<file path="src/sv/sct_pkg.sv">
// Shared types, constants and helper functions of the SMBus command table sequencer.
package sct_pkg;

    localparam int IDX_W             = 4;
    localparam int TABLE_DEPTH       = 1 << IDX_W;
    localparam int MAX_PAYLOAD_BYTES = 4;
    localparam int PAY_W             = 32;
    localparam int PAY_BYTES         = PAY_W / 8;
    localparam int BYTE_SEL_W        = $clog2(PAY_BYTES);

    localparam logic [1:0] KIND_WRITE = 2'd0;
    localparam logic [1:0] KIND_START = 2'd1;
    localparam logic [1:0] KIND_EVENT = 2'd2;

    localparam logic [1:0] XFER_NONE     = 2'd0;
    localparam logic [1:0] XFER_WRITE    = 2'd1;
    localparam logic [1:0] XFER_READ_CMD = 2'd2;
    localparam logic [1:0] XFER_RESTART  = 2'd3;

    typedef enum logic [4:0] {
        PH_START = 5'b00001,
        PH_CMD   = 5'b00010,
        PH_WRITE = 5'b00100,
        PH_READ  = 5'b01000,
        PH_STOP  = 5'b10000
    } phase_t;

    typedef enum logic [1:0] {
        RD_ITEM = 2'd0,
        RD_CUR  = 2'd1,
        RD_NEXT = 2'd2
    } rd_sel_t;

    typedef struct packed {
        logic [7:0]       cmd;
        logic [2:0]       length;
        logic             is_read;
        logic [PAY_W-1:0] payload;
    } entry_t;

    typedef struct packed {
        logic    capture;
        logic    clear;
        logic    write_entry;
        logic    start_seq;
        logic    do_event;
        logic    do_next;
        logic    do_launch;
        rd_sel_t rd_sel;
    } cmd_t;

    typedef struct packed {
        logic [1:0] kind;
        logic       active;
        logic       stop_hit;
    } status_t;

    function automatic logic [2:0] clamp_length(input logic [2:0] len);
        logic [2:0] r;
        r = len;
        if (r == 3'd0)
        begin
            r = 3'd1;
        end
        if (r > 3'(MAX_PAYLOAD_BYTES))
        begin
            r = 3'(MAX_PAYLOAD_BYTES);
        end
        return r;
    endfunction

    function automatic logic [7:0] get_byte(input logic [PAY_W-1:0] pay, input logic [2:0] off);
        logic [7:0] r;
        r = 8'd0;
        if (off < 3'(PAY_BYTES))
        begin
            r = pay[{off[BYTE_SEL_W-1:0], 3'b000} +: 8];
        end
        return r;
    endfunction

endpackage

</file>
<file path="src/sv/sct_datapath.sv">
// Datapath of the sequencer: command table memory, walk registers, event logic and result registers.
module sct_datapath (
    input  logic                   clk,
    input  logic                   rst_n,
    input  sct_pkg::cmd_t          cmd,
    output sct_pkg::status_t       status,
    input  logic [1:0]             kind,
    input  logic [3:0]             entry_index,
    input  logic [7:0]             entry_cmd,
    input  logic [2:0]             entry_length,
    input  logic                   entry_is_read,
    input  logic [31:0]            entry_payload,
    input  logic                   request_tick,
    input  logic                   flag_txis,
    input  logic                   flag_rxne,
    input  logic                   flag_stopf,
    input  logic                   flag_tc,
    input  logic [7:0]             rx_byte,
    output logic                   tx_valid,
    output logic [7:0]             tx_byte,
    output logic [1:0]             xfer_kind,
    output logic [2:0]             xfer_count,
    output logic                   accepted,
    output logic                   busy_res,
    output logic                   entry_done,
    output logic [3:0]             done_index,
    output logic [31:0]            done_payload,
    output logic                   sequence_end,
    output logic                   tick_request
);
    import sct_pkg::*;

    entry_t           mem [TABLE_DEPTH];
    entry_t           rd_q;
    logic [IDX_W-1:0] rd_addr;
    logic             mem_we;
    logic [IDX_W-1:0] mem_waddr;
    entry_t           mem_wdata;

    logic [1:0]       in_kind_reg;
    logic [IDX_W-1:0] in_index_reg;
    logic [7:0]       in_cmd_reg;
    logic [2:0]       in_length_reg;
    logic             in_is_read_reg;
    logic [PAY_W-1:0] in_payload_reg;
    logic             in_tick_reg;
    logic             in_txis_reg;
    logic             in_rxne_reg;
    logic             in_stopf_reg;
    logic             in_tc_reg;
    logic [7:0]       in_rx_reg;

    phase_t           phase_reg;
    logic [2:0]       cnt_reg;
    logic [IDX_W-1:0] cur_reg;
    logic [IDX_W-1:0] next_idx;
    logic             active_reg;
    logic             tick_pending_reg;

    logic             res_tx_valid_reg;
    logic [7:0]       res_tx_byte_reg;
    logic [1:0]       res_xk_reg;
    logic [2:0]       res_xc_reg;
    logic             res_accepted_reg;
    logic             res_entry_done_reg;
    logic [IDX_W-1:0] res_done_index_reg;
    logic [PAY_W-1:0] res_done_payload_reg;
    logic             res_seq_end_reg;
    logic             res_tick_reg;

    phase_t           ev_phase;
    logic [2:0]       ev_cnt;
    logic             ev_tx_valid;
    logic [7:0]       ev_tx_byte;
    logic             ev_wr;
    logic [PAY_W-1:0] ev_pay;
    logic [1:0]       ev_xk;
    logic [2:0]       ev_xc;
    logic             ev_stop;

    logic [1:0]       lau_xk;
    logic [2:0]       lau_xc;

    assign next_idx = cur_reg + IDX_W'(1);

    always_comb
    begin
        unique case (cmd.rd_sel)
            RD_ITEM: rd_addr = in_index_reg;
            RD_CUR:  rd_addr = cur_reg;
            RD_NEXT: rd_addr = next_idx;
            default: rd_addr = cur_reg;
        endcase
    end

    always_comb
    begin : event_logic
        phase_t     ph;
        logic [2:0] cnt;
        ph          = phase_reg;
        cnt         = cnt_reg;
        ev_tx_valid = 1'b0;
        ev_tx_byte  = 8'd0;
        ev_wr       = 1'b0;
        ev_pay      = rd_q.payload;
        ev_xk       = XFER_NONE;
        ev_xc       = 3'd0;
        ev_stop     = 1'b0;
        if (in_txis_reg)
        begin
            if (ph == PH_START)
            begin
                ev_tx_valid = 1'b1;
                ev_tx_byte  = rd_q.cmd;
                ph          = PH_CMD;
            end
            else if (ph == PH_WRITE || (ph == PH_CMD && !rd_q.is_read))
            begin
                if (ph == PH_CMD)
                begin
                    ph  = PH_WRITE;
                    cnt = 3'd0;
                end
                ev_tx_valid = 1'b1;
                ev_tx_byte  = get_byte(rd_q.payload, cnt);
                cnt         = cnt + 3'd1;
                if (cnt >= rd_q.length)
                begin
                    ph = PH_STOP;
                end
            end
        end
        if (in_rxne_reg && ph == PH_READ)
        begin
            if (cnt >= rd_q.length)
            begin
                ph = PH_STOP;
            end
            else
            begin
                if (cnt < 3'(PAY_BYTES))
                begin
                    ev_pay[{cnt[BYTE_SEL_W-1:0], 3'b000} +: 8] = in_rx_reg;
                end
                ev_wr = 1'b1;
                cnt   = cnt + 3'd1;
            end
        end
        if (in_stopf_reg && ph == PH_STOP)
        begin
            ev_stop = 1'b1;
            ph      = PH_START;
        end
        if (in_tc_reg && ph == PH_CMD)
        begin
            ev_xk = XFER_RESTART;
            ev_xc = rd_q.length + 3'd1;
            ph    = PH_READ;
            cnt   = 3'd0;
        end
        ev_phase = ph;
        ev_cnt   = cnt;
    end

    always_comb
    begin
        if (rd_q.is_read)
        begin
            lau_xk = XFER_READ_CMD;
            lau_xc = 3'd1;
        end
        else
        begin
            lau_xk = XFER_WRITE;
            lau_xc = rd_q.length + 3'd2;
        end
    end

    assign mem_we = cmd.write_entry | (cmd.do_event & ev_wr);

    always_comb
    begin
        if (cmd.write_entry)
        begin
            mem_waddr         = in_index_reg;
            mem_wdata.cmd     = in_cmd_reg;
            mem_wdata.length  = clamp_length(in_length_reg);
            mem_wdata.is_read = in_is_read_reg;
            mem_wdata.payload = in_payload_reg;
        end
        else
        begin
            mem_waddr         = cur_reg;
            mem_wdata         = rd_q;
            mem_wdata.payload = ev_pay;
        end
    end

    always_ff @(posedge clk)
    begin
        if (mem_we)
        begin
            mem[mem_waddr] <= mem_wdata;
        end
        rd_q <= mem[rd_addr];
    end

    always_ff @(posedge clk)
    begin
        if (cmd.capture)
        begin
            in_index_reg   <= entry_index[IDX_W-1:0];
            in_cmd_reg     <= entry_cmd;
            in_length_reg  <= entry_length;
            in_is_read_reg <= entry_is_read;
            in_payload_reg <= entry_payload;
            in_tick_reg    <= request_tick;
            in_rx_reg      <= rx_byte;
        end
    end

    always_ff @(posedge clk or negedge rst_n)
    begin
        if (!rst_n)
        begin
            in_kind_reg          <= KIND_WRITE;
            in_txis_reg          <= 1'b0;
            in_rxne_reg          <= 1'b0;
            in_stopf_reg         <= 1'b0;
            in_tc_reg            <= 1'b0;
            phase_reg            <= PH_START;
            cnt_reg              <= 3'd0;
            cur_reg              <= '0;
            active_reg           <= 1'b0;
            tick_pending_reg     <= 1'b0;
            res_tx_valid_reg     <= 1'b0;
            res_tx_byte_reg      <= 8'd0;
            res_xk_reg           <= XFER_NONE;
            res_xc_reg           <= 3'd0;
            res_accepted_reg     <= 1'b0;
            res_entry_done_reg   <= 1'b0;
            res_done_index_reg   <= '0;
            res_done_payload_reg <= '0;
            res_seq_end_reg      <= 1'b0;
            res_tick_reg         <= 1'b0;
        end
        else
        begin
            if (cmd.capture)
            begin
                in_kind_reg  <= kind;
                in_txis_reg  <= flag_txis;
                in_rxne_reg  <= flag_rxne;
                in_stopf_reg <= flag_stopf;
                in_tc_reg    <= flag_tc;
            end
            if (cmd.clear)
            begin
                res_tx_valid_reg     <= 1'b0;
                res_tx_byte_reg      <= 8'd0;
                res_xk_reg           <= XFER_NONE;
                res_xc_reg           <= 3'd0;
                res_accepted_reg     <= 1'b0;
                res_entry_done_reg   <= 1'b0;
                res_done_index_reg   <= '0;
                res_done_payload_reg <= '0;
                res_seq_end_reg      <= 1'b0;
                res_tick_reg         <= 1'b0;
            end
            if (cmd.start_seq)
            begin
                cur_reg          <= in_index_reg;
                tick_pending_reg <= in_tick_reg;
                active_reg       <= 1'b1;
                res_accepted_reg <= 1'b1;
            end
            if (cmd.do_launch)
            begin
                phase_reg  <= PH_START;
                res_xk_reg <= lau_xk;
                res_xc_reg <= lau_xc;
            end
            if (cmd.do_event)
            begin
                phase_reg        <= ev_phase;
                cnt_reg          <= ev_cnt;
                res_tx_valid_reg <= ev_tx_valid;
                res_tx_byte_reg  <= ev_tx_byte;
                res_xk_reg       <= ev_xk;
                res_xc_reg       <= ev_xc;
                if (ev_stop)
                begin
                    res_entry_done_reg   <= 1'b1;
                    res_done_index_reg   <= cur_reg;
                    res_done_payload_reg <= rd_q.payload;
                    cur_reg              <= next_idx;
                end
            end
            if (cmd.do_next)
            begin
                phase_reg <= PH_START;
                if (rd_q.cmd == 8'd0)
                begin
                    active_reg       <= 1'b0;
                    res_seq_end_reg  <= 1'b1;
                    res_tick_reg     <= tick_pending_reg;
                    tick_pending_reg <= 1'b0;
                end
                else
                begin
                    res_xk_reg <= lau_xk;
                    res_xc_reg <= lau_xc;
                end
            end
        end
    end

    assign status.kind     = in_kind_reg;
    assign status.active   = active_reg;
    assign status.stop_hit = ev_stop;

    assign tx_valid     = res_tx_valid_reg;
    assign tx_byte      = res_tx_byte_reg;
    assign xfer_kind    = res_xk_reg;
    assign xfer_count   = res_xc_reg;
    assign accepted     = res_accepted_reg;
    assign busy_res     = active_reg;
    assign entry_done   = res_entry_done_reg;
    assign done_index   = 4'(res_done_index_reg);
    assign done_payload = res_done_payload_reg;
    assign sequence_end = res_seq_end_reg;
    assign tick_request = res_tick_reg;

endmodule

</file>
<file path="src/sv/sct_controller.sv">
// Control state machine of the sequencer that steps the datapath through one transaction.
module sct_controller (
    input  logic             clk,
    input  logic             rst_n,
    input  logic             start,
    output logic             busy,
    output logic             done,
    input  sct_pkg::status_t status,
    output sct_pkg::cmd_t    cmd
);
    import sct_pkg::*;

    typedef enum logic [5:0] {
        S_IDLE     = 6'b000001,
        S_DISPATCH = 6'b000010,
        S_LAUNCH   = 6'b000100,
        S_EVENT    = 6'b001000,
        S_NEXT     = 6'b010000,
        S_RESULT   = 6'b100000
    } state_t;

    state_t state_reg;
    state_t state_next;

    always_comb
    begin
        state_next = state_reg;
        cmd        = '0;
        cmd.rd_sel = RD_CUR;
        unique case (state_reg)
            S_IDLE:
            begin
                if (start)
                begin
                    cmd.capture = 1'b1;
                    cmd.clear   = 1'b1;
                    state_next  = S_DISPATCH;
                end
            end
            S_DISPATCH:
            begin
                priority if (status.kind == KIND_WRITE)
                begin
                    cmd.write_entry = 1'b1;
                    state_next      = S_RESULT;
                end
                else if (status.kind == KIND_START && !status.active)
                begin
                    cmd.start_seq = 1'b1;
                    cmd.rd_sel    = RD_ITEM;
                    state_next    = S_LAUNCH;
                end
                else if (status.kind == KIND_EVENT && status.active)
                begin
                    cmd.rd_sel = RD_CUR;
                    state_next = S_EVENT;
                end
                else
                begin
                    state_next = S_RESULT;
                end
            end
            S_LAUNCH:
            begin
                cmd.do_launch = 1'b1;
                state_next    = S_RESULT;
            end
            S_EVENT:
            begin
                cmd.do_event = 1'b1;
                cmd.rd_sel   = RD_NEXT;
                state_next   = status.stop_hit ? S_NEXT : S_RESULT;
            end
            S_NEXT:
            begin
                cmd.do_next = 1'b1;
                state_next  = S_RESULT;
            end
            S_RESULT:
            begin
                state_next = S_IDLE;
            end
            default:
            begin
                state_next = S_IDLE;
            end
        endcase
    end

    always_ff @(posedge clk or negedge rst_n)
    begin
        if (!rst_n)
        begin
            state_reg <= S_IDLE;
        end
        else
        begin
            state_reg <= state_next;
        end
    end

    assign busy = (state_reg != S_IDLE);
    assign done = (state_reg == S_RESULT);

endmodule

</file>
<file path="src/sv/smbus_command_table_sequencer.sv">
// Top level of the SMBus command table sequencer: controller and datapath.
//
// A transaction is taken when start is high and busy is low; its result is shown for exactly one
// cycle with done high, and the receiver cannot hold it off. A table write or an ignored item
// goes from dispatch straight to the result state, a sequence start passes a launch state and an
// event item an event state, and an event item whose stop completes an entry also a next state,
// since the command table is a memory with one registered read port that is read once per table
// entry looked at. Busy falls in the cycle after done; no new transaction is taken before then.
module smbus_command_table_sequencer (
    input  logic        clk,
    input  logic        rst_n,
    input  logic        start,
    output logic        busy,
    output logic        done,
    input  logic [1:0]  kind,
    input  logic [3:0]  entry_index,
    input  logic [7:0]  entry_cmd,
    input  logic [2:0]  entry_length,
    input  logic        entry_is_read,
    input  logic [31:0] entry_payload,
    input  logic        request_tick,
    input  logic        flag_txis,
    input  logic        flag_rxne,
    input  logic        flag_stopf,
    input  logic        flag_tc,
    input  logic [7:0]  rx_byte,
    output logic        tx_valid,
    output logic [7:0]  tx_byte,
    output logic [1:0]  xfer_kind,
    output logic [2:0]  xfer_count,
    output logic        accepted,
    output logic        busy_res,
    output logic        entry_done,
    output logic [3:0]  done_index,
    output logic [31:0] done_payload,
    output logic        sequence_end,
    output logic        tick_request
);
    import sct_pkg::*;

    cmd_t    cmd;
    status_t status;

    sct_controller u_ctrl (
        .clk    (clk),
        .rst_n  (rst_n),
        .start  (start),
        .busy   (busy),
        .done   (done),
        .status (status),
        .cmd    (cmd)
    );

    sct_datapath u_dp (
        .clk           (clk),
        .rst_n         (rst_n),
        .cmd           (cmd),
        .status        (status),
        .kind          (kind),
        .entry_index   (entry_index),
        .entry_cmd     (entry_cmd),
        .entry_length  (entry_length),
        .entry_is_read (entry_is_read),
        .entry_payload (entry_payload),
        .request_tick  (request_tick),
        .flag_txis     (flag_txis),
        .flag_rxne     (flag_rxne),
        .flag_stopf    (flag_stopf),
        .flag_tc       (flag_tc),
        .rx_byte       (rx_byte),
        .tx_valid      (tx_valid),
        .tx_byte       (tx_byte),
        .xfer_kind     (xfer_kind),
        .xfer_count    (xfer_count),
        .accepted      (accepted),
        .busy_res      (busy_res),
        .entry_done    (entry_done),
        .done_index    (done_index),
        .done_payload  (done_payload),
        .sequence_end  (sequence_end),
        .tick_request  (tick_request)
    );

    a_done_after_busy: assert property (@(posedge clk) disable iff (!rst_n)
        done |-> $past(busy))
        else $error("result strobe without a transaction in progress");

    a_accept_busy: assert property (@(posedge clk) disable iff (!rst_n)
        done && accepted |-> busy_res && !entry_done && !sequence_end)
        else $error("accepted start did not leave the sequencer running");

    a_end_idle: assert property (@(posedge clk) disable iff (!rst_n)
        done && sequence_end |-> !busy_res && entry_done)
        else $error("sequence end without a finished entry or while still running");

    a_tick_needs_end: assert property (@(posedge clk) disable iff (!rst_n)
        done && tick_request |-> sequence_end)
        else $error("tick request raised outside a sequence end");

endmodule

</file>
<file path="config.mk">
export PLATFORM = sky130hd
export DESIGN_NAME = smbus_command_table_sequencer
export DESIGN_NICKNAME = d
export VERILOG_FILES = /design/src/sv/sct_pkg.sv /design/src/sv/sct_datapath.sv /design/src/sv/sct_controller.sv /design/src/sv/smbus_command_table_sequencer.sv
export SDC_FILE = /design/constraint.sdc
export NUM_CORES = 1
export LEC_CHECK = 0
export BUFFER_PORTS_ARGS = -buffer_cell sky130_fd_sc_hd__buf_2
export CORE_UTILIZATION = 55
export DETAILED_ROUTE_END_ITERATION = 12
export PLACE_DENSITY = 0.72
export SYNTH_ARGS = -nofsm -noshare
export SYNTH_HDL_FRONTEND = slang
export SYNTH_SLANG_ARGS = --single-unit
</file>
<file path="constraint.sdc">
create_clock -name clk -period 8.5 [get_ports clk]
set_input_delay 0.425 -clock clk [delete_from_list [all_inputs] [get_ports clk]]
set_output_delay 0.425 -clock clk [all_outputs]
set_load 0.1 [all_outputs]
</file>
==> impl_metrics.ini, run 1 <==
[layout]
fin_nets = 2698
largest_register = u_dp.mem
largest_register_ffs = 704
drive_above_1_share_pct = 12.86
syn_to_final_growth_pct = 14.17
reg_top3 = u_dp.mem (704), u_dp.rd_q (44)

[synthesis]
synth.distinct_cells = 66
synth_top_flop_cell = edfxtp_1
yosys_warnings = 0
netlist_area_mm2 = 0.03542
ys_ff_latch = 885
synth_edf_count = 761
synth.area.top_cells = edfxtp_1 65%, mux2i_1 5.6%, dfrtp_1 5.5%
yosysTopAreaCell = edfxtp_1
synthArstFlopShare_pct = 9.040
syn_nets = 2526
yosysSeqAreaShare_pct = 72.66
synthCells = 2446
syn_avg_cell_area_um2 = 14.48
synth_top_cell_area_share_pct = 64.51

[power_and_ir_drop]
power.density_mw_per_mm2 = 347.8
leakagePower_nw = 14.18
ir_drop_v = 0.0002946
total_power_mw = 14.06

[sta]
period_needed_ps = 7015
post-route-period-util_pct = 82.52
fmax_mhz = 142.6
setup_viol = 0
worst_slew_pin_slew_ps = 1358
slew-limit-headroom_pct = 9.033
skew_ps = 22.53
hold_viol_final = 0
tns_ps = 0
rsz0062_at_grt = false
slew_violations = 0

[clocking]
postCtsSetupBuffers = 0
clock-sinks = 885
cts_tree = yes
ctsResizeCount = 0
cts_buffer_depth = 3
cts_buffers = 88
cts_max_level = 3
cts-hold-fix-buffers = 62
clkTransAtPathRegs_ps = 60
clkLatencyLatePin_ps = 650
root_buffer = clkbuf_16

[worst_setup_path]
r2r-start = u_dp.phase_reg[1]
arrival_ps = 7260
cp_max_fo = 16
crit_end = u_dp.mem[9][1]
startpoint = u_dp.phase_reg[1]
r2r_slack_ps = 1490
criticalPathCategory = flip-flop to flip-flop
cp-start-kind = flip-flop
required_ps = 8750
r2r_end = u_dp.mem[9][1]
end_kind = flip-flop
rr_worst_depth = 18

[floorplanning]
ioPinCount = 123
dieArea_mm2 = 0.06542
chipWidth_um = 255.8
core_area_mm2 = 0.06331
initial_core_util_pct = 55.95
dieHeight_um = 255.8
rows = 92

[worst_hold_path]
whs_path_depth = 3
min-delay-path-class = input port to flip-flop

[global_route]
antenna_found_initial = 0
grt_max_degree = 174
grt_usage_pct = 29.08
grt_pass1_wl_mm = 139.9
grt_overflow = 0
first_global_vias = 21930

[placed_design]
hpwlAfterDp_mm = 56.37
portBuffers = 122
place_congestion = 0.9158

[route]
drt_iter0_drc = 2531
wl_per_cell_um = 27.01
first_pass_iters = 8
drtAntennaViolNets = 0
viasPerCell = 6.324
drt-total-wl_mm = 95.58
drc_errors = 0
vias = 22370

[status]
status = finished, final reports clean

[run]
drv_cap = 0
-- logic make-up (layout without fill, tap and decap cells) --
logic type,Yosys count,count (layout),share of synthesized area [%]
flip-flops,885,885,72.66
AND/OR/NAND/NOR,758,758,9.703
AO/OA/AOI/OAI,415,415,9.078
multiplexers,197,197,5.567
buffers and inverters,171,416,2.352
adder cells (fa/ha/maj),14,14,0.4945
XOR/XNOR,6,6,0.1484
other,0,1,0
-- final cells by class --
class | count | area, µm²
flip-flops and latches | 885 | 25740
fillers | 4477 | 22870
multi-input cells | 1390 | 9061
clock buffers | 122 | 2432
repair buffers | 232 | 1632
well taps | 846 | 1059
clock inverters | 41 | 439.2
inverters | 21 | 78.83
diodes | 1 | 2.502
-- per-layer routing --
metal / GRT usage [%] / vias up / routed length (µm)
met5: 0 / - / 0
met4: 11.36 / 0 / 3522
met3: 7.308 / 227 / 10210
met2: 45.52 / 1211 / 44420
met1: 39.33 / 11220 / 37430
li1: - / 9716 / -
-- critical path, stage by stage (launching register included) --
cell	delay [ps]
dfrtp_1	500
nor2b_1	670
nand2_1	390
nand2_1	370
clkinv_1	320
ha_1	320
a21oi_1	140
o31ai_1	110
and2_1	270
inv_1	130
ha_1	260
a21o_1	160
a31oi_1	340
nor4b_2	320
buf_4	240
nand4_1	480
inv_1	470
nand3_1	140
a31oi_1	1000
-- worst min-delay path by stage --
stage / end / startpoint / slack (ps)
final: u_dp.in_txis_reg / flag_txis / 30
after global routing: u_dp.in_kind_reg[1] / kind[1] / 40
after CTS: u_dp.in_txis_reg / flag_txis / 10
after detailed placement: u_dp.entry_done / u_dp.entry_done / 470
after global placement: u_dp.sequence_end / u_dp.sequence_end / 460
after floorplan: u_ctrl.state_reg[1] / rst_n / 130
-- cells in the final DEF, fill, tap and decap left out, types with 17 or more instances in the layout --
| cell | instances |
|---|---|
| a22oi_1 | 91 |
| a21oi_1 | 25 |
| clkbuf_16 | 90 |
| a311o_1 | 78 |
| buf_4 | 46 |
| clkbuf_1 | 26 |
| nand3_1 | 142 |
| edfxtp_1 | 761 |
| clkinv_2 | 18 |
| a211oi_1 | 77 |
| inv_1 | 19 |
| o21ai_0 | 23 |
| nor2b_1 | 83 |
| nand2_1 | 384 |
| nor2_1 | 59 |
| a31oi_1 | 41 |
| dfrtp_1 | 78 |
| buf_2 | 121 |
| mux2i_1 | 197 |
| nor2_4 | 17 |
| dlygate4sd3_1 | 62 |
| dfxtp_1 | 44 |
-- cell usage after synthesis (all sizes together), types with 3 or more instances --
cell type,n
edfxtp,761
o31ai,8
nor3,19
o2bb2ai,8
a22o,4
nor4,6
ha,14
a311o,78
nor2,77
nor2b,83
a32oi,4
a21o,3
nand3,142
a32o,12
a211oi,78
mux2i,197
dfrtp,78
a22oi,91
nand2,384
a31oi,42
nand2b,5
nand4,9
buf,58
inv,19
dfxtp,44
a21oi,27
xnor2,6
and3,6
o21a,13
clkbuf,92
o21ai,32
or4,4
nor3b,8
-- where the power goes --
group          leakage [nW]  switching [mW]  total [mW]  internal, mW
Clock                  1.41            1.61        3.84          2.23
Combinational          4.44            2.85        4.05          1.20
Sequential             8.33           0.497        6.17          5.67
Total                  14.2            4.96        14.1          9.10
-- stage by stage --
step | hold slack [ps] | std cells | util [%] | cell area, µm² | setup WS, ps
after detailed placement | 466.6 | 3312 | 58.35 | 36940 | 1750
after global placement | 459.2 | 3312 | 58.35 | 36940 | 1871
after CTS | 9.534 | 3537 | 63.86 | 40430 | 1709
final | 31.79 | 3538 | 63.88 | 40440 | 1485
after global routing | 40.35 | 3537 | 63.87 | 40440 | 918.0
after floorplan | 129.4 | 2446 | - | 35420 | 2011
No activity file was read; power rests on OpenSTA's default activity.
==> run 2: changes to the inputs <==
Clock period 8.5 ns to 7 ns, I/O delays scaled along.
==> run 2 against run 1 <==
- combinational power up 25%
- cell area grew 1.4%
- hold slack better by 380 ps
- global-route usage rose by 0.43 points
- first-iteration DRC count is 25% higher
- clock power increased by 31%
- register-to-register slack lost 920 ps
- die area stayed put
- routed wire length grew 1.4%
- sequential share of layout area decreased by 0.90 points
- largest power group unchanged
==> impl_metrics.ini, run 2 (synthesis gave the netlist of run 1 again) <==
[clocking]
postCtsSetupBuffers = 0
clock-sinks = 885
cts_buffer_depth = 3
clkTransAtPathRegs_ps = 60
cts_tree = yes
cts_buffers = 88
root_buffer = clkbuf_16
clkLatencyLatePin_ps = 660
cts_max_level = 3

[route]
drt-total-wl_mm = 96.94
first_pass_iters = 6
wl_per_cell_um = 27.15
viasPerCell = 6.376
drt_iter0_drc = 3162
drtAntennaViolNets = 0
vias = 22760
drc_errors = 0

[run]
drv_cap = 0

[status]
status = finished, final reports clean

[worst_setup_path]
critPathTopFamily = simple AND/OR/NAND/NOR gates
cp_slowest_cell = a31oi_1
cp.depth = 17
required_ps = 7270
cp-start-kind = flip-flop
max_stage_delay_ps = 890
rr_worst_depth = 17
criticalPathCategory = flip-flop to flip-flop
crit_chain = nor3_1, buf_4, nand2_1, nand2_1, clkinv_1, ha_1, mux2i_1, inv_1, ha_1, a21o_1, a31oi_1, nor4b_2, buf_4, nand4_1, inv_1, nand3_1, a31oi_1
crit_buf_inv = 5
cp_max_fo = 16
arrival_ps = 6710
end_kind = flip-flop

[sta]
rsz0062_at_grt = false
setup_viol = 0
period_needed_ps = 6432
worst_slew_pin_slew_ps = 1360
skew_ps = 29.20
tns_ps = 0
post-route-period-util_pct = 91.88
hold_viol_final = 0
slew-limit-headroom_pct = 8.931
slew_violations = 0
fmax_mhz = 155.5

[power_and_ir_drop]
switching_power_mw = 6.143
ir_drop_v = 0.0003390
p_sw_share_pct = 34.95
p_int_mw = 11.43
clockPowerShare_pct = 28.6
power.density_mw_per_mm2 = 428.4
p_seq_share_pct = 42.5
p_comb_share_pct = 28.9
leakagePower_nw = 14.45

[global_route]
first_global_vias = 21680
grt_pass1_wl_mm = 141.4
grt_overflow = 0
antenna_found_initial = 2
grt_max_degree = 143
grt_usage_pct = 29.51

[layout]
mostFrequentLayoutCell = edfxtp_1
largest_register = u_dp.mem
syn_to_final_growth_pct = 15.80
fin_nets = 2727
utilization_pct = 64.79
largest_register_ffs = 704
drive_above_1_share_pct = 14.10
reg_top3 = u_dp.mem (704), u_dp.rd_q (44)
final_cell_mix = 761 x edfxtp_1, 384 x nand2_1, 197 x mux2i_1, 142 x nand3_1, 121 x buf_2

[placed_design]
place_congestion = 0.8795
portBuffers = 122
hpwlAfterDp_mm = 58.01

[floorplanning]
rows = 92
initial_core_util_pct = 55.95
core_area_mm2 = 0.06331
ioPinCount = 123
dieHeight_um = 255.8
dieArea_mm2 = 0.06542
chipWidth_um = 255.8

[worst_hold_path]
min-delay-path-class = input port to flip-flop
whs_path_depth = 2
==> run 2: changes by cell type in the layout (fill, tap and decap cells not counted), moves of 2 or more <==
cell           delta
buf_4            +21
bufinv_16         +9
clkbuf_8          +3
clkbuf_16         -2
buf_12            +5
clkinvlp_4        +3
dlygate4sd3_1     +3
clkinv_2          -4
clkinv_8          +3
clkbuf_1          -9
==> run 2: cell type report <==
| cell class | count | area (µm²) |
|---|---|---|
| Fill cell | 4398 | 22290 |
| Sequential cell | 885 | 25740 |
| Clock buffer | 114 | 2390 |
| Inverter | 21 | 78.83 |
| Tap cell | 846 | 1059 |
| Multi-Input combinational cell | 1390 | 9067 |
| Clock inverter | 52 | 765.7 |
| Timing Repair Buffer | 261 | 1919 |
| Antenna cell | 1 | 2.502 |
==> run 2: final timing paths <==
kind                              startpoint                    to  slack (ps)
min in group asynchronous              rst_n     u_dp.in_stopf_reg         450
hold / removal                  entry_cmd[7]    u_dp.in_cmd_reg[7]         410
setup reg to reg           u_dp.phase_reg[2]        u_dp.mem[4][2]         570
max in group asynchronous              rst_n  u_dp.done_payload[4]        5840
setup / recovery           u_dp.phase_reg[2]        u_dp.mem[4][2]         570
hold reg to reg            u_dp.sequence_end     u_dp.sequence_end         480
==> run 2: power by group through the flow <==
stage / combinational, mW / clock (mW) / sequential (mW)
after floorplan: 3.34 / 0 / 7.19
after global placement: 4.79 / 0 / 7.53
after detailed placement: 4.93 / 0 / 7.53
after CTS: 5.00 / 5.06 / 7.43
after global routing: 5.42 / 5.26 / 7.45
final: 5.08 / 5.03 / 7.47
==> run 2: metrics by stage <==
step / cell area [µm²] / hold WS [ps] / setup slack [ps] / power (mW) / std cells
6_report: 41020 / 410.6 / 568.3 / 17.57 / 3570
5_1_grt: 41020 / 389.3 / 13.41 / 18.13 / 3569
4_1_cts: 41000 / 374.7 / 712.1 / 17.48 / 3569
3_5_place_dp: 37200 / 469.9 / 782.7 / 12.47 / 3338
3_3_place_gp: 37200 / 460.9 / 1024 / 12.32 / 3338
2_1_floorplan: 35420 / 54.41 / 511.5 / 10.53 / 2446
==> run 2: per-layer routing <==
metal / wire, µm / track usage (%)
met1: 38550 / 41.52
met2: 44390 / 45.53
met3: 10580 / 6.645
met4: 3393 / 10.38
met5: 27 / 0
==> run 2: what timing repair did <==
action | 4_1_cts | 5_1_grt
hold endpoints to repair | 142 | 0
setup endpoints to repair | 0 | 32
hold buffers | 65 | 0
resized for setup | 0 | 2
